$ cat config.mk
export PLATFORM = sky130hd
export DESIGN_NAME = kbs_mul
export DESIGN_NICKNAME = d
export VERILOG_FILES = /design/src/hdl/kbs_pkg.sv /design/src/hdl/kbs_mul.sv
export SDC_FILE = /design/constraint.sdc
export NUM_CORES = 2
export LEC_CHECK = 0
export BUFFER_PORTS_ARGS = -buffer_cell sky130_fd_sc_hd__buf_2
export CAP_MARGIN = 20
export CORE_ASPECT_RATIO = 1.5
export CORE_MARGIN = 2
export CORE_UTILIZATION = 55
export CTS_CLUSTER_DIAMETER = 50
export DETAILED_ROUTE_END_ITERATION = 12
export PLACE_DENSITY = 0.77
export RECOVER_POWER = 100
export SYNTH_ARGS = -nofsm -noshare
export SYNTH_HDL_FRONTEND = slang
export SYNTH_SLANG_ARGS = --single-unit
$ cat constraint.sdc
create_clock -name clk -period 8.2 [get_ports clk]
set_input_delay 1.23 -clock clk [delete_from_list [all_inputs] [get_ports clk]]
set_output_delay 1.23 -clock clk [all_outputs]
set_load 0.05 [all_outputs]
$ cat src/hdl/kbs_pkg.sv
// ----------------------------------------------------------------------------
// kbs_pkg: shared types and constants for the kinematic body step block
// Action, mode and register codes, unit request and status types, and the saturating helper.
// ----------------------------------------------------------------------------
package kbs_pkg;
	localparam int MW = 33;
	localparam int PW = 66;

	localparam logic [1:0] ACT_TICK    = 2'd0;
	localparam logic [1:0] ACT_SET_ACC = 2'd1;
	localparam logic [1:0] ACT_SET_POS = 2'd2;
	localparam logic [1:0] ACT_SET_VEL = 2'd3;

	localparam logic MODE_DIV  = 1'b0;
	localparam logic MODE_SQRT = 1'b1;

	localparam logic [1:0] REG_TERM_SPEED = 2'd0;
	localparam logic [1:0] REG_RAMP_TIME  = 2'd1;
	localparam logic [1:0] REG_DRAG_RATE  = 2'd2;

	typedef struct packed {
		logic       start;
		logic       mode;
		logic [5:0] steps;
	} kbs_ctl_t;

	typedef struct packed {
		logic busy;
		logic done;
	} kbs_sts_t;

	function automatic logic signed [31:0] sat32(input logic signed [PW-1:0] v);
		if (v > 66'sd2147483647) return 32'sh7fffffff;
		if (v < -66'sd2147483648) return 32'sh80000000;
		return v[31:0];
	endfunction
endpackage

$ cat src/hdl/kbs_mul.sv
// ----------------------------------------------------------------------------
// kbs_mul: shared registered multiplier
// Signed 33 by 33 multiply with the product registered.
// ----------------------------------------------------------------------------
module kbs_mul (
	input  logic                           clk,
	input  logic signed [kbs_pkg::MW-1:0]  a,
	input  logic signed [kbs_pkg::MW-1:0]  b,
	output logic signed [kbs_pkg::PW-1:0]  prod_q
);
	import kbs_pkg::*;

	always_ff @(posedge clk) begin
		prod_q <= PW'(a) * PW'(b);
	end
endmodule

==> metrics.txt <==
initial antenna violation count 16; CTS tree yes; hold_sp b[0]; gr usage total 0.3325; top flop regs prod_q: 66 flops; Longest Clk Path Bufs 2; Synth Instances 4338; sequential fraction of the synthesis area 0.03244; Syn. warnings 0; first-pass GRT wire length 186900 µm; syn avg cell area 9.390 µm²; post-synth top area share 0.5627; Initial Util 0.5536; Synth area leaders fa_1, inv_1, and2_1; Die W 226.2 µm; Avg WL per Cell 20.89 µm; WP data arrival 8370 ps; fmax 124.3 MHz; Min-Delay Path Depth 3; clk slew on worst S/H paths 70 ps; Slew HR 0.3833; max reg flops 66; most frequent cell after synthesis fa_1; Max H-tree Level 3; Synth Register Bits 66; commonest cells in the netlist fa_1, inv_1, and2_1, nand2_1, ha_1; Root Buffer clkbuf_16; Post-synth EDFFs 0; drt total wl 118800 µm; Crit. End Element flop; number of max-cap violations 0; HPWL after detailed placement 103800 µm; Pins Over Slew Limit 0; critical path type in2reg; Worst Tran Pin Value 929.1 ps; Area Overhead vs Synth 12.39%; Rows 122; Hold Crit Endpoint prod_q[0]; Final Setup Violations 0; I/O pin cnt 133; placed instance area 45320 µm²; synthesized area 40730 µm²; Remaining DRCs 0; Period Utilization, post-route 0.9812; clk sinks 66; CP Max Fanout 15; grt ovf 0; Critical Path Source Type input pin; RePlAce Congestion 0.9507; Tmin final 8046 ps; vias in the first global route 35150; top_reg_cell synth dfxtp_1; Yosys cell types 80; Synth async-reset ratio 0; share of cells above drive strength 1 0.1183; Reg with most FFs prod_q; HP Class in2reg; Final TNS setup 0 ps; post-layout instance area 45780 µm²; final hold violation count 0; Die H 337.3 µm; First-pass DRT Iterations 6; Inserted Clock Buffers 9; Synth area leader fa_1; largest net degree at the start of global routing 33; status finished clean; CP required 8520 ps; Synth Net Count 5767; Hold Buf Count CTS 0; IO buf count 132; vias after detailed routing 30870; Post-DRT Antenna Nets 0; DR iter-0 viols 2018; Vias/cell 5.430; core region area 73580 µm²; die area 76300 µm²; Final nets 6099
-- repair_timing --
item                                    CTS  global route
gates resized for setup                   1            60
gates cloned                              0             0
setup buffers                             0             2
endpoints found under the setup margin    1            32
pin swaps                                 0            11
-- worst max path at each step --
stage               startpoint          to  slack, ps  depth (start not counted)
floorplan                a[32]  prod_q[62]         10                         23
global placement         a[32]  prod_q[65]       -400                         24
detailed placement       a[32]  prod_q[65]       -450                         24
CTS                      a[32]  prod_q[65]         20                         24
global route             a[24]  prod_q[64]       -0.6                         25
finish                   a[24]  prod_q[59]        150                         25
-- stage by stage --
stage / setup slack, ps / cells / hold WS [ps] / utilization
global route: -0.5516 / 5679 / 1439 / 0.6221
finish: 153.9 / 5685 / 1453 / 0.6223
floorplan: 12.22 / 4338 / 1357 / -
CTS: 21.43 / 5665 / 1482 / 0.6205
detailed placement: -450.5 / 5649 / 1698 / 0.6159
global placement: -403.5 / 5649 / 1700 / 0.6159
-- worst max-delay path, cell delays in order --
cell and delay (ps):
buf_2 240, buf_12 200, and2_1 170, fa_1 540
inv_1 80, fa_1 570, inv_1 60, fa_1 480
fa_1 670, fa_1 510, fa_1 470, fa_1 520
inv_1 60, fa_1 490, inv_1 50, ha_1 330
nand4_1 130, or2_2 310, o221ai_1 210, o21ai_0 140
a21oi_1 250, a21oi_4 70, buf_12 140, o31ai_2 270
xor2_1 160
-- cell families after synthesis --
kind of cell,count (synthesis),synth area share
AOI/OAI and AO/OA,219,0.04067
xor gates and xnor gates,68,0.01462
adders and majority gates,1362,0.6294
buffers and inverters,1352,0.1251
DFF,66,0.03244
and+or+nand+nor,1271,0.1578
-- routing by layer --
layer | wire, µm | part of all wire | GRT usage | up-vias
li1 | - | - | - | 13020
met1 | 34080 | 0.29 | 0.3013 | 15830
met2 | 62840 | 0.53 | 0.5858 | 1317
met3 | 5880 | 0.050 | 0.06623 | 699
met4 | 15990 | 0.13 | 0.3641 | 0
met5 | 0 | 0 | 0 | -
-- placed cells by master, fill, tap and decap left out, types with 11 or more instances in the layout --
master,instances
nor2_1,66
clkbuf_4,11
and2_1,562
xor2_1,25
diode_2,18
nand4_1,11
clkbuf_1,71
fa_1,1131
buf_12,37
nand3_1,24
inv_1,1130
a21oi_1,52
dfxtp_1,66
ha_1,214
xnor2_1,43
buf_2,48
o21bai_1,11
nand2_1,550
nand2b_1,12
a21o_1,36
fa_2,14
buf_4,372
o21ai_0,24
-- area by class of cell --
cell class,count,area [µm²]
multi-input combinational,2920,34440
fill,6032,27790
inverter,1131,4245
timing repair buffer,542,4156
sequential,66,1321
tap,992,1241
clock buffer,9,225.2
clock inverter,7,106.4
antenna,18,45.04
Power is left out: the tool's default activity adds up to more than one toggle a clock period on the data nets, which glitch-free logic cannot reach.
